### config.mk
export PLATFORM = sky130hd
export DESIGN_NAME = distance_led_bar_pattern_unit_flat
export DESIGN_NICKNAME = d
export VERILOG_FILES = /design/src/design/dlbp_pkg.sv /design/src/design/dlbp_req_if.sv /design/src/design/dlbp_rsp_if.sv /design/src/design/dlbp_front.sv /design/src/design/dlbp_queue.sv /design/src/design/dlbp_back.sv /design/src/design/distance_led_bar_pattern_unit.sv /design/src/flat_wrapper.sv
export SDC_FILE = /design/constraint.sdc
export NUM_CORES = 1
export LEC_CHECK = 0
export BUFFER_PORTS_ARGS = -buffer_cell sky130_fd_sc_hd__buf_4
export CAP_MARGIN = 20
export CORE_MARGIN = 5
export CORE_UTILIZATION = 25
export CTS_CLUSTER_DIAMETER = 100
export DETAILED_ROUTE_END_ITERATION = 8
export GPL_TIMING_DRIVEN = 0
export HOLD_SLACK_MARGIN = 0.15
export SLEW_MARGIN = 10
export SYNTH_ARGS = -nofsm -noshare
export SYNTH_HDL_FRONTEND = slang
export SYNTH_SLANG_ARGS = --single-unit
### constraint.sdc
create_clock -name clock -period 5.87 [get_ports clock]
set_input_delay 0.587 -clock clock [delete_from_list [all_inputs] [get_ports clock]]
set_output_delay 0.587 -clock clock [all_outputs]
set_load 0.05 [all_outputs]
### src/design/dlbp_pkg.sv
// Package for the distance LED bar pattern unit.
// Holds field widths, register codes, reset values and the types that the modules share.
// No dependencies.
`default_nettype none

package dlbp_pkg;

   localparam int unsigned LED_COUNT_DEF    = 16;
   localparam int unsigned MAX_DISTANCE_DEF = 200;
   localparam int unsigned GUARD_BAND_DEF   = 10;
   localparam int unsigned FLIP_DEF         = 0;
   localparam int unsigned QUEUE_DEPTH      = 2;

   localparam int DIST_W      = 10;
   localparam int MODE_W      = 3;
   localparam int LEVEL_W     = 8;
   localparam int COLOUR_W    = 8;
   localparam int INDEX_W     = 6;
   localparam int PARK_W      = 10;
   localparam int CSR_INDEX_W = 2;
   localparam int CSR_DATA_W  = 10;
   localparam int THR_W       = 11;
   localparam int NUM_W       = 18;
   localparam int DEN_W       = 12;
   localparam int SPAN_W      = 7;

   typedef enum logic [MODE_W-1:0] {
      MODE_BAR              = 3'd0,
      MODE_RED_GREEN        = 3'd1,
      MODE_RED_YELLOW_GREEN = 3'd2,
      MODE_STOPLIGHT        = 3'd3,
      MODE_OFF              = 3'd4
   } mode_type;

   typedef enum logic [CSR_INDEX_W-1:0] {
      CSR_DISPLAY_MODE  = 2'd0,
      CSR_BRIGHTNESS    = 2'd1,
      CSR_PARK_DISTANCE = 2'd2
   } csr_index_type;

   localparam logic [MODE_W-1:0]   DISPLAY_MODE_RESET  = MODE_BAR;
   localparam logic [LEVEL_W-1:0]  BRIGHTNESS_RESET    = 8'd255;
   localparam logic [PARK_W-1:0]   PARK_DISTANCE_RESET = 10'd30;

   localparam logic [COLOUR_W-1:0] COLOUR_FULL = 8'd255;
   localparam logic [COLOUR_W-1:0] COLOUR_NONE = 8'd0;

   typedef struct packed {
      logic [MODE_W-1:0]  display_mode;
      logic [LEVEL_W-1:0] brightness;
      logic [PARK_W-1:0]  park_distance;
   } cfg_type;

   typedef struct packed {
      logic                    is_bar;
      logic [SPAN_W-1:0]       lo;
      logic [SPAN_W-1:0]       hi;
      logic [COLOUR_W-1:0]     red;
      logic [COLOUR_W-1:0]     green;
      logic signed [NUM_W-1:0] num;
      logic signed [DEN_W-1:0] den;
   } desc_type;

endpackage

`default_nettype wire

### src/design/dlbp_req_if.sv
// Request channel of the distance LED bar pattern unit: one distance sample per request.
// Depends on dlbp_pkg.
`default_nettype none

interface dlbp_req_if;
   logic                       valid;
   logic                       ready;
   logic [dlbp_pkg::DIST_W-1:0] distance;

   modport source (output valid, output distance, input ready);
   modport sink (input valid, input distance, output ready);
endinterface

`default_nettype wire

### src/design/dlbp_rsp_if.sv
// Response channel of the distance LED bar pattern unit: one pixel colour per response.
// Depends on dlbp_pkg.
`default_nettype none

interface dlbp_rsp_if;
   logic                         valid;
   logic                         ready;
   logic [dlbp_pkg::INDEX_W-1:0]  pixel_index;
   logic [dlbp_pkg::COLOUR_W-1:0] red;
   logic [dlbp_pkg::COLOUR_W-1:0] green;
   logic [dlbp_pkg::COLOUR_W-1:0] blue;
   logic [dlbp_pkg::LEVEL_W-1:0]  level;
   logic                         last;

   modport source (output valid, output pixel_index, output red, output green,
                   output blue, output level, output last, input ready);
   modport sink (input valid, input pixel_index, input red, input green,
                 input blue, input level, input last, output ready);
endinterface

`default_nettype wire

### src/design/dlbp_front.sv
// Front end: registers a distance sample, classifies it into a frame descriptor and
// derives the bar colours by reciprocal multiplication. Depends on dlbp_pkg.
`default_nettype none

module dlbp_front #(
   parameter int unsigned LED_COUNT    = dlbp_pkg::LED_COUNT_DEF,
   parameter int unsigned MAX_DISTANCE = dlbp_pkg::MAX_DISTANCE_DEF,
   parameter int unsigned GUARD_BAND   = dlbp_pkg::GUARD_BAND_DEF,
   parameter int unsigned FLIP         = dlbp_pkg::FLIP_DEF
) (
   input  logic               clock,
   input  logic               reset,
   dlbp_req_if.sink           req_if,
   input  dlbp_pkg::cfg_type  cfg,
   output logic               push_valid,
   input  logic               push_ready,
   output dlbp_pkg::desc_type push_desc
);
   import dlbp_pkg::*;

   localparam int STEPS       = 1;
   localparam int DVD_W       = 18;
   localparam int W           = 14;
   localparam int NW          = 22;
   localparam int RECIP_SHIFT = 28;
   localparam int RECIP_W     = 29;
   localparam int PROD_W      = RECIP_SHIFT + COLOUR_W;
   localparam int unsigned STOP_S = (LED_COUNT - 2) / 3;

   localparam logic [SPAN_W-1:0] SPAN_ZERO  = '0;
   localparam logic [SPAN_W-1:0] SPAN_ALL   = SPAN_W'(LED_COUNT);
   localparam logic [SPAN_W-1:0] SPAN_S     = SPAN_W'(STOP_S);
   localparam logic [SPAN_W-1:0] SPAN_2S_M1 = SPAN_W'(2 * STOP_S - 1);
   localparam logic [SPAN_W-1:0] SPAN_3S    = SPAN_W'(3 * STOP_S);
   localparam logic [SPAN_W-1:0] SPAN_3S_M1 = SPAN_W'(3 * STOP_S - 1);

   localparam logic signed [W-1:0]     MAX_S   = W'(MAX_DISTANCE);
   localparam logic signed [NW-1:0]    SAT_LIM = NW'(256 * MAX_DISTANCE);
   localparam logic signed [NUM_W-1:0] LED_M1  = NUM_W'(LED_COUNT - 1);
   localparam logic signed [NUM_W-1:0] MAX_N   = NUM_W'(MAX_DISTANCE);
   localparam logic signed [DEN_W-1:0] MAX_D   = DEN_W'(MAX_DISTANCE);
   localparam logic [RECIP_W-1:0]      RECIP   = RECIP_W'(((64'd1 << RECIP_SHIFT)
                                                 + 64'(MAX_DISTANCE) - 64'd1)
                                                 / 64'(MAX_DISTANCE));

   typedef struct packed {
      logic                zero;
      logic                sat;
      logic [DVD_W-1:0]    dividend;
      logic [COLOUR_W-1:0] quo;
   } div_type;

   typedef struct packed {
      desc_type desc;
      div_type  red_div;
      div_type  green_div;
   } stage_type;

   logic              advance;
   logic              dist_v_ff;
   logic              dist_v_in;
   logic [DIST_W-1:0] dist_ff;
   logic [DIST_W-1:0] dist_in;

   logic [STEPS:0]    pipe_v_ff;
   logic [STEPS:0]    pipe_v_in;
   stage_type         pipe_ff [STEPS+1];
   stage_type         pipe_in [STEPS+1];

   logic [THR_W-1:0]        thr;
   logic signed [W-1:0]     d;
   logic signed [W-1:0]     m2;
   logic signed [W-1:0]     red_x;
   logic signed [NW-1:0]    red_xw;
   logic signed [NW-1:0]    green_xw;
   logic signed [NW-1:0]    red_num;
   logic signed [NW-1:0]    green_num;
   logic signed [NUM_W-1:0] dm;
   logic                    lt_thr;
   logic                    lt_m2;
   logic [PROD_W-1:0]       red_prod;
   logic [PROD_W-1:0]       green_prod;

   assign advance       = !pipe_v_ff[STEPS] || push_ready;
   assign req_if.ready  = advance;
   assign dist_v_in     = req_if.valid;
   assign dist_in       = req_if.distance;

   always_ff @(posedge clock) begin
      if (reset) begin
         dist_v_ff <= 1'b0;
         pipe_v_ff <= '0;
      end else if (advance) begin
         dist_v_ff <= dist_v_in;
         pipe_v_ff <= pipe_v_in;
      end
   end

   always_ff @(posedge clock) begin
      if (advance) begin
         dist_ff <= dist_in;
         for (int j = 0; j <= STEPS; j++) begin
            pipe_ff[j] <= pipe_in[j];
         end
      end
   end

   assign pipe_v_in = {pipe_v_ff[STEPS-1:0], dist_v_ff};

   // classify
   always_comb begin
      thr       = THR_W'(GUARD_BAND) + THR_W'(cfg.park_distance);
      d         = $signed(W'(dist_ff)) - $signed(W'(thr));
      m2        = MAX_S - $signed(W'(thr));
      red_x     = MAX_S - d;
      red_xw    = NW'(red_x);
      green_xw  = NW'(d);
      red_num   = (red_xw <<< 9) - (red_xw <<< 1);
      green_num = (green_xw <<< 9) - (green_xw <<< 1);
      dm        = $signed(NUM_W'(dist_ff)) - MAX_N;
      lt_thr    = {1'b0, dist_ff} < thr;
      lt_m2     = $signed(W'(dist_ff)) < m2;

      pipe_in[0].desc.is_bar = 1'b0;
      pipe_in[0].desc.lo     = SPAN_ZERO;
      pipe_in[0].desc.hi     = SPAN_ZERO;
      pipe_in[0].desc.red    = COLOUR_NONE;
      pipe_in[0].desc.green  = COLOUR_NONE;
      pipe_in[0].desc.num    = dm * LED_M1;
      pipe_in[0].desc.den    = $signed(DEN_W'(thr)) - MAX_D;

      unique case (cfg.display_mode)
         MODE_BAR: begin
            pipe_in[0].desc.is_bar = 1'b1;
         end
         MODE_RED_GREEN: begin
            pipe_in[0].desc.hi    = SPAN_ALL;
            pipe_in[0].desc.red   = lt_thr ? COLOUR_FULL : COLOUR_NONE;
            pipe_in[0].desc.green = lt_thr ? COLOUR_NONE : COLOUR_FULL;
         end
         MODE_RED_YELLOW_GREEN: begin
            pipe_in[0].desc.hi    = SPAN_ALL;
            pipe_in[0].desc.red   = (lt_thr || lt_m2) ? COLOUR_FULL : COLOUR_NONE;
            pipe_in[0].desc.green = lt_thr ? COLOUR_NONE : COLOUR_FULL;
         end
         MODE_STOPLIGHT: begin
            if (lt_thr) begin
               pipe_in[0].desc.lo  = (FLIP != 0) ? SPAN_ZERO : SPAN_3S;
               pipe_in[0].desc.hi  = (FLIP != 0) ? SPAN_S : SPAN_ALL;
               pipe_in[0].desc.red = COLOUR_FULL;
            end else if (lt_m2) begin
               pipe_in[0].desc.lo    = SPAN_2S_M1;
               pipe_in[0].desc.hi    = SPAN_3S_M1;
               pipe_in[0].desc.red   = COLOUR_FULL;
               pipe_in[0].desc.green = COLOUR_FULL;
            end else begin
               pipe_in[0].desc.lo    = (FLIP != 0) ? SPAN_3S : SPAN_ZERO;
               pipe_in[0].desc.hi    = (FLIP != 0) ? SPAN_ALL : SPAN_S;
               pipe_in[0].desc.green = COLOUR_FULL;
            end
         end
         default: begin
         end
      endcase

      pipe_in[0].red_div.zero       = red_num[NW-1] || (red_num == '0);
      pipe_in[0].red_div.sat        = red_num >= SAT_LIM;
      pipe_in[0].red_div.dividend   = red_num[DVD_W-1:0];
      pipe_in[0].red_div.quo        = '0;
      pipe_in[0].green_div.zero     = green_num[NW-1] || (green_num == '0);
      pipe_in[0].green_div.sat      = green_num >= SAT_LIM;
      pipe_in[0].green_div.dividend = green_num[DVD_W-1:0];
      pipe_in[0].green_div.quo      = '0;
   end

   // quotient by reciprocal multiplication, exact below 256 * MAX_DISTANCE
   always_comb begin
      red_prod   = PROD_W'(pipe_ff[STEPS-1].red_div.dividend) * PROD_W'(RECIP);
      green_prod = PROD_W'(pipe_ff[STEPS-1].green_div.dividend) * PROD_W'(RECIP);
      pipe_in[STEPS]               = pipe_ff[STEPS-1];
      pipe_in[STEPS].red_div.quo   = red_prod[RECIP_SHIFT +: COLOUR_W];
      pipe_in[STEPS].green_div.quo = green_prod[RECIP_SHIFT +: COLOUR_W];
   end

   always_comb begin
      push_valid = pipe_v_ff[STEPS];
      push_desc  = pipe_ff[STEPS].desc;
      if (pipe_ff[STEPS].desc.is_bar) begin
         push_desc.red   = pipe_ff[STEPS].red_div.zero ? COLOUR_NONE :
                           pipe_ff[STEPS].red_div.sat ? COLOUR_FULL :
                           pipe_ff[STEPS].red_div.quo;
         push_desc.green = pipe_ff[STEPS].green_div.zero ? COLOUR_NONE :
                           pipe_ff[STEPS].green_div.sat ? COLOUR_FULL :
                           pipe_ff[STEPS].green_div.quo;
      end
   end

endmodule

`default_nettype wire

### src/design/dlbp_queue.sv
// Short descriptor queue between the front end and the pixel sequencer.
// Depends on dlbp_pkg.
`default_nettype none

module dlbp_queue #(
   parameter int unsigned DEPTH = dlbp_pkg::QUEUE_DEPTH
) (
   input  logic               clock,
   input  logic               reset,
   input  logic               push_valid,
   output logic               push_ready,
   input  dlbp_pkg::desc_type push_desc,
   output logic               head_valid,
   output dlbp_pkg::desc_type head_desc,
   input  logic               head_pop
);
   import dlbp_pkg::*;

   localparam int PTR_W = (DEPTH > 1) ? $clog2(DEPTH) : 1;
   localparam int CNT_W = $clog2(DEPTH + 1);
   localparam logic [PTR_W-1:0] PTR_LAST = PTR_W'(DEPTH - 1);
   localparam logic [CNT_W-1:0] CNT_FULL = CNT_W'(DEPTH);

   desc_type         mem_ff [DEPTH];
   logic [PTR_W-1:0] wr_ptr_ff;
   logic [PTR_W-1:0] wr_ptr_in;
   logic [PTR_W-1:0] rd_ptr_ff;
   logic [PTR_W-1:0] rd_ptr_in;
   logic [CNT_W-1:0] count_ff;
   logic [CNT_W-1:0] count_in;
   logic             push;
   logic             pop;

   assign push_ready = count_ff != CNT_FULL;
   assign head_valid = count_ff != '0;
   assign head_desc  = mem_ff[rd_ptr_ff];
   assign push       = push_valid && push_ready;
   assign pop        = head_pop && head_valid;

   always_comb begin
      wr_ptr_in = wr_ptr_ff;
      rd_ptr_in = rd_ptr_ff;
      count_in  = count_ff;
      if (push) begin
         wr_ptr_in = (wr_ptr_ff == PTR_LAST) ? '0 : wr_ptr_ff + 1'b1;
      end
      if (pop) begin
         rd_ptr_in = (rd_ptr_ff == PTR_LAST) ? '0 : rd_ptr_ff + 1'b1;
      end
      if (push && !pop) begin
         count_in = count_ff + 1'b1;
      end else if (pop && !push) begin
         count_in = count_ff - 1'b1;
      end
   end

   always_ff @(posedge clock) begin
      if (reset) begin
         wr_ptr_ff <= '0;
         rd_ptr_ff <= '0;
         count_ff  <= '0;
      end else begin
         wr_ptr_ff <= wr_ptr_in;
         rd_ptr_ff <= rd_ptr_in;
         count_ff  <= count_in;
      end
   end

   always_ff @(posedge clock) begin
      if (push) begin
         mem_ff[wr_ptr_ff] <= push_desc;
      end
   end

endmodule

`default_nettype wire

### src/design/dlbp_back.sv
// Pixel sequencer: walks a frame descriptor over every LED, one pixel per cycle
// unless stalled, into a response register. Depends on dlbp_pkg and dlbp_rsp_if.
`default_nettype none

module dlbp_back #(
   parameter int unsigned LED_COUNT = dlbp_pkg::LED_COUNT_DEF
) (
   input  logic               clock,
   input  logic               reset,
   input  logic               head_valid,
   input  dlbp_pkg::desc_type head_desc,
   output logic               head_pop,
   input  logic [dlbp_pkg::LEVEL_W-1:0] level,
   dlbp_rsp_if.source         rsp_if
);
   import dlbp_pkg::*;

   localparam logic [INDEX_W-1:0] INDEX_LAST = INDEX_W'(LED_COUNT - 1);

   logic [INDEX_W-1:0]      k_ff;
   logic [INDEX_W-1:0]      k_in;
   logic signed [NUM_W-1:0] acc_ff;
   logic signed [NUM_W-1:0] acc_in;
   logic                    rsp_v_ff;
   logic                    rsp_v_in;
   logic [INDEX_W-1:0]      pix_ff;
   logic [COLOUR_W-1:0]     red_ff;
   logic [COLOUR_W-1:0]     red_in;
   logic [COLOUR_W-1:0]     green_ff;
   logic [COLOUR_W-1:0]     green_in;
   logic [LEVEL_W-1:0]      level_ff;
   logic                    last_ff;

   logic                    emit;
   logic                    at_last;
   logic                    lit;
   logic                    bar_hit;
   logic signed [NUM_W-1:0] num_s;
   logic signed [DEN_W-1:0] den_s;
   logic [SPAN_W-1:0]       k_span;

   assign emit     = head_valid && (!rsp_v_ff || rsp_if.ready);
   assign at_last  = k_ff == INDEX_LAST;
   assign head_pop = emit && at_last;

   always_comb begin
      num_s  = head_desc.num;
      den_s  = head_desc.den;
      k_span = SPAN_W'(k_ff);

      if (den_s == '0 || k_ff == '0) begin
         bar_hit = 1'b1;
      end else if (den_s[DEN_W-1]) begin
         bar_hit = num_s <= acc_ff;
      end else begin
         bar_hit = num_s >= acc_ff;
      end

      lit      = head_desc.is_bar ? bar_hit
                                  : (k_span >= head_desc.lo) && (k_span < head_desc.hi);
      red_in   = lit ? head_desc.red : COLOUR_NONE;
      green_in = lit ? head_desc.green : COLOUR_NONE;

      k_in     = k_ff;
      acc_in   = acc_ff;
      rsp_v_in = rsp_v_ff && !rsp_if.ready;
      if (emit) begin
         rsp_v_in = 1'b1;
         if (at_last) begin
            k_in   = '0;
            acc_in = '0;
         end else begin
            k_in   = k_ff + 1'b1;
            acc_in = acc_ff + NUM_W'(den_s);
         end
      end
   end

   always_ff @(posedge clock) begin
      if (reset) begin
         k_ff     <= '0;
         acc_ff   <= '0;
         rsp_v_ff <= 1'b0;
      end else begin
         k_ff     <= k_in;
         acc_ff   <= acc_in;
         rsp_v_ff <= rsp_v_in;
      end
   end

   always_ff @(posedge clock) begin
      if (emit) begin
         pix_ff   <= k_ff;
         red_ff   <= red_in;
         green_ff <= green_in;
         level_ff <= level;
         last_ff  <= at_last;
      end
   end

   assign rsp_if.valid       = rsp_v_ff;
   assign rsp_if.pixel_index = pix_ff;
   assign rsp_if.red         = red_ff;
   assign rsp_if.green       = green_ff;
   assign rsp_if.blue        = COLOUR_NONE;
   assign rsp_if.level       = level_ff;
   assign rsp_if.last        = last_ff;

endmodule

`default_nettype wire

### src/design/distance_led_bar_pattern_unit.sv
// Distance LED bar pattern unit, top level: configuration registers, front end,
// descriptor queue and pixel sequencer. Depends on dlbp_pkg, dlbp_req_if, dlbp_rsp_if,
// dlbp_front, dlbp_queue and dlbp_back.
//
// Usage:
//   Each request carries one distance sample in cm. The unit answers with LED_COUNT
//   responses, pixel_index 0 to LED_COUNT-1 in order, last set on the final one.
//   The csr port writes display_mode, brightness and park_distance; write them only
//   while no frame is in flight.
// Timing:
//   The first pixel passes the sample, classify and multiply registers, the queue
//   and the response register. The pixel sequencer emits one pixel per cycle while
//   rsp ready is high. The front end is a three-stage pipeline (sample register,
//   classify, reciprocal multiply) and keeps taking requests while a frame drains,
//   until the queue fills.
// Reset:
//   Synchronous reset empties the pipeline and queue and loads the register defaults.
// Backpressure:
//   With rsp ready low the pixel holds in its output register; the sequencer, then
//   the queue, then the front end stall in turn and req ready drops.
`default_nettype none

module distance_led_bar_pattern_unit #(
   parameter int unsigned LED_COUNT    = dlbp_pkg::LED_COUNT_DEF,
   parameter int unsigned MAX_DISTANCE = dlbp_pkg::MAX_DISTANCE_DEF,
   parameter int unsigned GUARD_BAND   = dlbp_pkg::GUARD_BAND_DEF,
   parameter int unsigned FLIP         = dlbp_pkg::FLIP_DEF
) (
   input  logic                              clock,
   input  logic                              reset,
   dlbp_req_if.sink                          req_if,
   dlbp_rsp_if.source                        rsp_if,
   input  logic                              csr_write_enable,
   input  logic [dlbp_pkg::CSR_INDEX_W-1:0]  csr_index,
   input  logic [dlbp_pkg::CSR_DATA_W-1:0]   csr_write_data
);
   import dlbp_pkg::*;

   cfg_type  cfg_ff;
   cfg_type  cfg_in;
   logic     push_valid;
   logic     push_ready;
   desc_type push_desc;
   logic     head_valid;
   desc_type head_desc;
   logic     head_pop;

   always_comb begin
      cfg_in = cfg_ff;
      if (csr_write_enable) begin
         unique case (csr_index)
            CSR_DISPLAY_MODE:  cfg_in.display_mode  = csr_write_data[MODE_W-1:0];
            CSR_BRIGHTNESS:    cfg_in.brightness    = csr_write_data[LEVEL_W-1:0];
            CSR_PARK_DISTANCE: cfg_in.park_distance = csr_write_data[PARK_W-1:0];
            default: begin
            end
         endcase
      end
   end

   always_ff @(posedge clock) begin
      if (reset) begin
         cfg_ff.display_mode  <= DISPLAY_MODE_RESET;
         cfg_ff.brightness    <= BRIGHTNESS_RESET;
         cfg_ff.park_distance <= PARK_DISTANCE_RESET;
      end else begin
         cfg_ff <= cfg_in;
      end
   end

   dlbp_front #(
      .LED_COUNT    (LED_COUNT),
      .MAX_DISTANCE (MAX_DISTANCE),
      .GUARD_BAND   (GUARD_BAND),
      .FLIP         (FLIP)
   ) u_front (
      .clock      (clock),
      .reset      (reset),
      .req_if     (req_if),
      .cfg        (cfg_ff),
      .push_valid (push_valid),
      .push_ready (push_ready),
      .push_desc  (push_desc)
   );

   dlbp_queue #(
      .DEPTH (QUEUE_DEPTH)
   ) u_queue (
      .clock      (clock),
      .reset      (reset),
      .push_valid (push_valid),
      .push_ready (push_ready),
      .push_desc  (push_desc),
      .head_valid (head_valid),
      .head_desc  (head_desc),
      .head_pop   (head_pop)
   );

   dlbp_back #(
      .LED_COUNT (LED_COUNT)
   ) u_back (
      .clock      (clock),
      .reset      (reset),
      .head_valid (head_valid),
      .head_desc  (head_desc),
      .head_pop   (head_pop),
      .level      (cfg_ff.brightness),
      .rsp_if     (rsp_if)
   );

endmodule

`default_nettype wire

### src/flat_wrapper.sv
// flat-port wrapper written by rule: the top's interface ports become plain ports
module distance_led_bar_pattern_unit_flat import dlbp_pkg::*;
#(
   parameter int unsigned LED_COUNT    = dlbp_pkg::LED_COUNT_DEF,
   parameter int unsigned MAX_DISTANCE = dlbp_pkg::MAX_DISTANCE_DEF,
   parameter int unsigned GUARD_BAND   = dlbp_pkg::GUARD_BAND_DEF,
   parameter int unsigned FLIP         = dlbp_pkg::FLIP_DEF
)
  (clock, reset, csr_write_enable, csr_index, csr_write_data, req_if_valid, req_if_distance, req_if_ready, rsp_if_valid, rsp_if_pixel_index, rsp_if_red, rsp_if_green, rsp_if_blue, rsp_if_level, rsp_if_last, rsp_if_ready);
  dlbp_req_if req_if_i ();
  dlbp_rsp_if rsp_if_i ();
  input  logic clock;
  input  logic reset;
  input  logic csr_write_enable;
  input  logic [dlbp_pkg::CSR_INDEX_W-1:0] csr_index;
  input  logic [dlbp_pkg::CSR_DATA_W-1:0] csr_write_data;
  input wire logic [$bits(req_if_i.valid)-1:0] req_if_valid;
  input wire logic [$bits(req_if_i.distance)-1:0] req_if_distance;
  output wire logic [$bits(req_if_i.ready)-1:0] req_if_ready;
  output wire logic [$bits(rsp_if_i.valid)-1:0] rsp_if_valid;
  output wire logic [$bits(rsp_if_i.pixel_index)-1:0] rsp_if_pixel_index;
  output wire logic [$bits(rsp_if_i.red)-1:0] rsp_if_red;
  output wire logic [$bits(rsp_if_i.green)-1:0] rsp_if_green;
  output wire logic [$bits(rsp_if_i.blue)-1:0] rsp_if_blue;
  output wire logic [$bits(rsp_if_i.level)-1:0] rsp_if_level;
  output wire logic [$bits(rsp_if_i.last)-1:0] rsp_if_last;
  input wire logic [$bits(rsp_if_i.ready)-1:0] rsp_if_ready;
  assign req_if_i.valid = req_if_valid;
  assign req_if_i.distance = req_if_distance;
  assign req_if_ready = req_if_i.ready;
  assign rsp_if_valid = rsp_if_i.valid;
  assign rsp_if_pixel_index = rsp_if_i.pixel_index;
  assign rsp_if_red = rsp_if_i.red;
  assign rsp_if_green = rsp_if_i.green;
  assign rsp_if_blue = rsp_if_i.blue;
  assign rsp_if_level = rsp_if_i.level;
  assign rsp_if_last = rsp_if_i.last;
  assign rsp_if_i.ready = rsp_if_ready;
  distance_led_bar_pattern_unit #(.LED_COUNT(LED_COUNT), .MAX_DISTANCE(MAX_DISTANCE), .GUARD_BAND(GUARD_BAND), .FLIP(FLIP)) u_core (.clock(clock), .reset(reset), .req_if(req_if_i), .rsp_if(rsp_if_i), .csr_write_enable(csr_write_enable), .csr_index(csr_index), .csr_write_data(csr_write_data));
endmodule
==> results of run 1 <==
timing repair:
item,in CTS,in global routing
setup endpoints to repair,37,30
pin swaps,53,35
setup buffers,53,24
resized for setup,71,54
placed cells by master (no fill, tap or decap), types with 36 or more instances in the layout:
cell type    n
xnor2_1     88
nor2_1     126
a21oi_1     73
o21ai_0     53
dfxtp_1     52
a21o_1      38
nand2_1     96
ha_1       359
edfxtp_1   274
inv_1      412
buf_4      143
fa_1       222
clkbuf_16   36
through the flow:
step	std cells	TNS, ns
finish	3987	-1.05
global route	3987	-4.50
CTS	3964	-1.27
detailed placement	3849	-13.30
global placement	3837	-265.83
floorplan	2375	-0.0564
logic make-up (layout without fill, tap and decap cells):
| kind of cell | Yosys count | in the layout |
|---|---|---|
| adders and majority gates | 608 | 608 |
| buffers and inverters | 475 | 684 |
| DFF | 328 | 328 |
| AOI/OAI and AO/OA | 332 | 332 |
| xor gates and xnor gates | 141 | 141 |
| other | 1 | 8 |
| muxes | 59 | 59 |
| and+or+nand+nor | 424 | 424 |
routing by layer:
metal  track usage  share of wire
met1         0.141           0.45
met2         0.179           0.48
met3        0.0172          0.042
met4        0.0303          0.027
met5             0              0
path summary, 6_finish.rpt:
path	end	slack [ns]	depth (start not counted)
setup / recovery	u_core.u_front.pipe_ff[0][124]$_DFFE_PP_	-0.24	24
hold / removal	u_core.u_front.dist_ff[0]$_DFFE_PP_	0.22	1
setup reg to reg	u_core.u_front.pipe_ff[0][124]$_DFFE_PP_	-0.24	24
hold reg to reg	u_core.u_front.pipe_ff[0][191]$_DFFE_PP_	0.41	0
final cells by class:
class                           count  share of cell area
Tap cell                         1403              0.0556
Timing Repair Buffer              148              0.0399
Clock inverter                     19             0.00543
Clock buffer                       44              0.0305
Multi-Input combinational cell   1572               0.515
Buffer                             44             0.00702
Sequential cell                   328               0.295
Inverter                          429              0.0514
flip-flops by register name, summed over array words and instances (netlist names), 6 cells and up, named ones only:
| signal | flops |
|---|---|
| u_core.u_back.rsp_if.pixel_index | 6 |
| u_core.u_back.rsp_if.level | 8 |
| u_core.u_back.rsp_if.red | 8 |
| u_core.u_back.rsp_if.green | 8 |
| u_core.u_back.acc_ff | 18 |
| u_core.u_front.pipe_ff | 131 |
| u_core.u_queue.mem_ff | 102 |
| u_core.cfg_ff | 21 |
| u_core.u_front.dist_ff | 10 |
| u_core.u_back.k_ff | 6 |
==> qor.csv, run 1 <==
metric;value;unit
n_antenna_cell;0;
portBuffers;59;
dr.pass1.iters;5;
synth_cells;2368;
synth_xor_area_frac;0.0481;
crit_path_end_kind;flip-flop;
grt_pass1_wl;96000;µm
finalCriticalPeriod;6.11;ns
synthMuxAreaShare;0.0233;
synth-compound-area-share;0.0847;
cts_tree;built;
cp_slowest_cell;fa_1;
ys.flop_type;edfxtp_1;
holdWs;0.222;ns
coreArea;107000;µm²
ys_seq_area_frac;0.348;
layout.nets;3190;
grt-ovfl-total;0;
drive_above_1_share;0.146;
cts_buffers;36;
synthAdderAreaFrac;0.350;
yosysMostFrequentCell;inv_1;
cts_max_level;2;
worst_path_largest_cell_delay;0.61;ns
synth.distinct_cells;86;
fin_skew;0.0241;ns
synth-edff-count;274;
path_buf_inv;5;
crit_path_max_fanout;3;
regArea;9320;µm²
slew_headroom;0.476;
ys_top_cells_by_area;edfxtp_1, fa_1, ha_1, inv_1, dfxtp_1;
synth_common_cells;inv_1, ha_1, edfxtp_1;
place.gp.congestion;0.876;
clockBufferDepth;3;
fin_util;0.296;
rsz0062_at_grt;yes;
hp-start;req_if_distance[0];
initial_utilization;0.251;
hold_violations;0;
grt_max_degree;52;
maxCapViolCount;0;
cts_sinks;328;
ios;68;
die_w;337;µm
cp_top_family;adder cells;
grt_usage;0.106;
synth-simple-area-share;0.0772;
ys_async_sr_fraction;0;
wl_per_cell;14.9;µm
start_kind;flip-flop;
fillCellCount;10845;
syn2layout_area_growth;18.0;%
failed_checks;setup timing;
ys_seq_elements;328;
worstSkewPairLatency;0.55;ns
dp_slack;-1.13;ns
syn-mean-instance-area;11.3;µm²
timing.rr.start;u_core.u_front.pipe_ff[0][15]$_DFFE_PP_;
antenna_found_initial;1;
synth_top_area_share;0.308;
path_clk_slew;0.06;ns
yosys_warnings;0;
criticalPathCategory;flip-flop to flip-flop;
drt_iter0_drc;872;
setup-violations-final;9;
maxSlewViolCount;0;
ctsHoldBuffers;0;
period_share;1.04;
ant_nets;0;
fp.dieH;337;µm
fmax;0.164;GHz
fp-row-count;120;
crit_chain;fa_1, inv_2, fa_1, inv_2, fa_2, inv_2, fa_2, inv_2, fa_2, fa_2, ha_4, a21o_1, a21oi_2, nor2b_1, o21ai_1, nand2b_1, a221oi_2, o211ai_1, a41oi_2, buf_6, o21ai_4, o41ai_4, o21bai_1, xnor2_1;
drc_errors;0;
critPathLaunch;u_core.u_front.pipe_ff[0][15]$_DFFE_PP_;
vias_per_cell;4.33;
tightest_slew;0.786;ns
crit_arrival;6.40;ns
dieArea;114000;µm²
postLayoutCellArea;31500;µm²
dr_total_vias;17247;
outcome;finished with violations;
cts_root_buf;clkbuf_16;
grt_pass1_vias;17655;
synth_top_family_by_area;adder cells;
netlist_area;26700;µm²
fin_ws;-0.240;ns
dp_hpwl;46600;µm
dpl_cell_area;29300;µm²
multi_input_area;16200;µm²
yosysTopAreaCell;edfxtp_1;
hp-class;primary input to flip-flop;
wl;59500;µm
cp.required;6.16;ns
Power of run 1 is left out: the tool's default activity adds up to more than one toggle a clock period on the data nets, which glitch-free logic cannot reach.
==> run 2, diff against run 1 <==
Settings changed: CORE_UTILIZATION 25 to 55, PLACE_DENSITY set to 0.74.
==> qor.csv, run 2 (synthesis results as in run 1) <==
metric;value;unit;change
path_clk_slew;0.06;ns;about the same
fin_ws;-0.242;ns;was -0.240 ns
use_met2;0.393;;was 0.179
layout.nets;3185;;was 3190
grt_pass1_vias;18591;;was 17655
maxCapViolCount;0;;unchanged
start_kind;flip-flop;;unchanged
crit_chain;fa_1, inv_2, fa_1, inv_2, fa_2, inv_2, fa_2, inv_2, fa_2, fa_2, ha_4, a21o_1, a21oi_2, nor2b_1, o21ai_1, nand2b_1, a221oi_2, o211ai_1, a41oi_2, buf_6, o21ai_4, o41ai_2, o21bai_1, xnor2_1;;was fa_1, inv_2, fa_1, inv_2, fa_2, inv_2, fa_2, inv_2, fa_2, fa_2, ha_4, a21o_1, a21oi_2, nor2b_1, o21ai_1, nand2b_1, a221oi_2, o211ai_1, a41oi_2, buf_6, o21ai_4, o41ai_4, o21bai_1, xnor2_1
postLayoutCellArea;30500;µm²;was 31500 µm²
dr_total_vias;17685;;was 17247
initial_utilization;0.557;;was 0.251
cp_top_family;adder cells;;unchanged
clockBufferDepth;3;;unchanged
use_met3;0.0236;;was 0.0172
die_w;230;µm;was 337 µm
fmax;0.164;GHz;about the same
grt-ovfl-total;0;;unchanged
place.gp.congestion;0.896;;was 0.876
largest_register_ffs;131;;unchanged
cp_slowest_cell;fa_1;;unchanged
cp.required;6.13;ns;was 6.16 ns
cts_buffers;34;;was 36
crit_path_end_kind;flip-flop;;unchanged
drt_iter0_drc;1079;;was 872
coreArea;47900;µm²;was 107000 µm²
tightest_slew;0.954;ns;was 0.786 ns
grt_max_degree;29;;was 52
ant_nets;0;;unchanged
dp_hpwl;45400;µm;was 46600 µm
top_regs;u_core.u_front.pipe_ff x131, u_core.u_queue.mem_ff x102, u_core.cfg_ff x21;;unchanged
syn2layout_area_growth;14.0;%;was 18.0%
crit_path_max_fanout;3;;unchanged
vias_per_cell;5.54;;was 4.33
regMostFlops;u_core.u_front.pipe_ff;;unchanged
fin_skew;0.0124;ns;was 0.0241 ns
hp-class;primary input to flip-flop;;unchanged
final_common_cell;inv_1;;unchanged
ios;68;;unchanged
wl;57800;µm;was 59500 µm
setup-violations-final;12;;was 9
grt_pass1_wl;96500;µm;was 96000 µm
use_met1;0.291;;was 0.141
wl_per_cell;18.1;µm;was 14.9 µm
dieArea;53100;µm²;was 114000 µm²
drc_errors;0;;unchanged
path_buf_inv;5;;unchanged
cts_max_level;2;;unchanged
fp.dieH;230;µm;was 337 µm
criticalPathCategory;flip-flop to flip-flop;;unchanged
hold_violations;0;;unchanged
portBuffers;59;;unchanged
worstSkewPairLatency;0.52;ns;was 0.55 ns
maxSlewViolCount;0;;unchanged
dpl_cell_area;28300;µm²;was 29300 µm²
slew_headroom;0.364;;was 0.476
cts_tree;built;;unchanged
cts_root_buf;clkbuf_16;;unchanged
drive_above_1_share;0.139;;was 0.146
crit_arrival;6.37;ns;was 6.40 ns
finalCriticalPeriod;6.11;ns;about the same
cts_sinks;328;;unchanged
period_share;1.04;;about the same
worst_path_largest_cell_delay;0.60;ns;was 0.61 ns
antenna_found_initial;0;;was 1
mostFrequentLayoutCells;inv_1, ha_1, edfxtp_1;;unchanged
grt-busiest-layer;met2;;unchanged
failed_checks;setup timing;;unchanged
outcome;finished with violations;;unchanged
grt_usage;0.222;;was 0.106
dr.pass1.iters;6;;was 5
rsz0062_at_grt;yes;;unchanged
fp-row-count;80;;was 120
[run 2: changes by cell type in the layout (fill, tap and decap cells not counted), sizes merged]
cell,change
buf,-3
diode,+1
clkinvlp,-2
bufinv,+4
inv,+1
clkinv,-5
[run 2: through the flow]
step / TNS, ns / setup WS [ns] / hold slack [ns] / utilization / std cells
after detailed placement: -10.39 / -1.19 / 0.405 / 0.590 / 3061
after CTS: -0.979 / -0.216 / 0.226 / 0.630 / 3183
after global placement: -190.73 / -1.51 / 0.401 / 0.585 / 3049
final: -1.15 / -0.242 / 0.244 / 0.635 / 3195
after floorplan: -0.0564 / -0.0456 / 0.400 / - / 2375
after global routing: -4.74 / -0.454 / 0.228 / 0.635 / 3194
[run 2: layer usage]
layer / share of wire / vias to the layer above
li1: - / 8439
met1: 0.42 / 8710
met2: 0.51 / 413
met3: 0.038 / 123
met4: 0.033 / 0
met5: 0 / -
[run 2: timing repair]
action	in CTS	in global routing
resized for setup	77	44
hold buffers	0	0
pin swaps	59	29
endpoints found under the setup margin	31	29
setup buffers	61	12
[run 2: layout make-up]
| cell class | instances | area (µm²) |
|---|---|---|
| multi-input cells | 1572 | 16100 |
| repair buffers | 143 | 1220 |
| inverters | 429 | 1620 |
| flip-flops and latches | 328 | 9320 |
| fillers | 3585 | 17500 |
| diodes | 1 | 2.50 |
| clock inverters | 17 | 258 |
| well taps | 615 | 769 |
| clock buffers | 44 | 908 |
| plain buffers | 46 | 233 |
[run 2: final timing paths]
kind / start / to / slack (ns) / cells after the start
worst max-delay path: u_core.u_front.pipe_ff[0][14]$_DFFE_PP_ / u_core.u_front.pipe_ff[0][124]$_DFFE_PP_ / -0.24 / 24
worst min-delay path: req_if_distance[6] / u_core.u_front.dist_ff[6]$_DFFE_PP_ / 0.24 / 1
worst max register to register: u_core.u_front.pipe_ff[0][14]$_DFFE_PP_ / u_core.u_front.pipe_ff[0][124]$_DFFE_PP_ / -0.24 / 24
worst min register to register: u_core.u_front.pipe_ff[0][60]$_DFFE_PP_ / u_core.u_front.pipe_ff[0][177]$_DFFE_PP_ / 0.41 / 0
Power of run 2 is left out for the same reason.
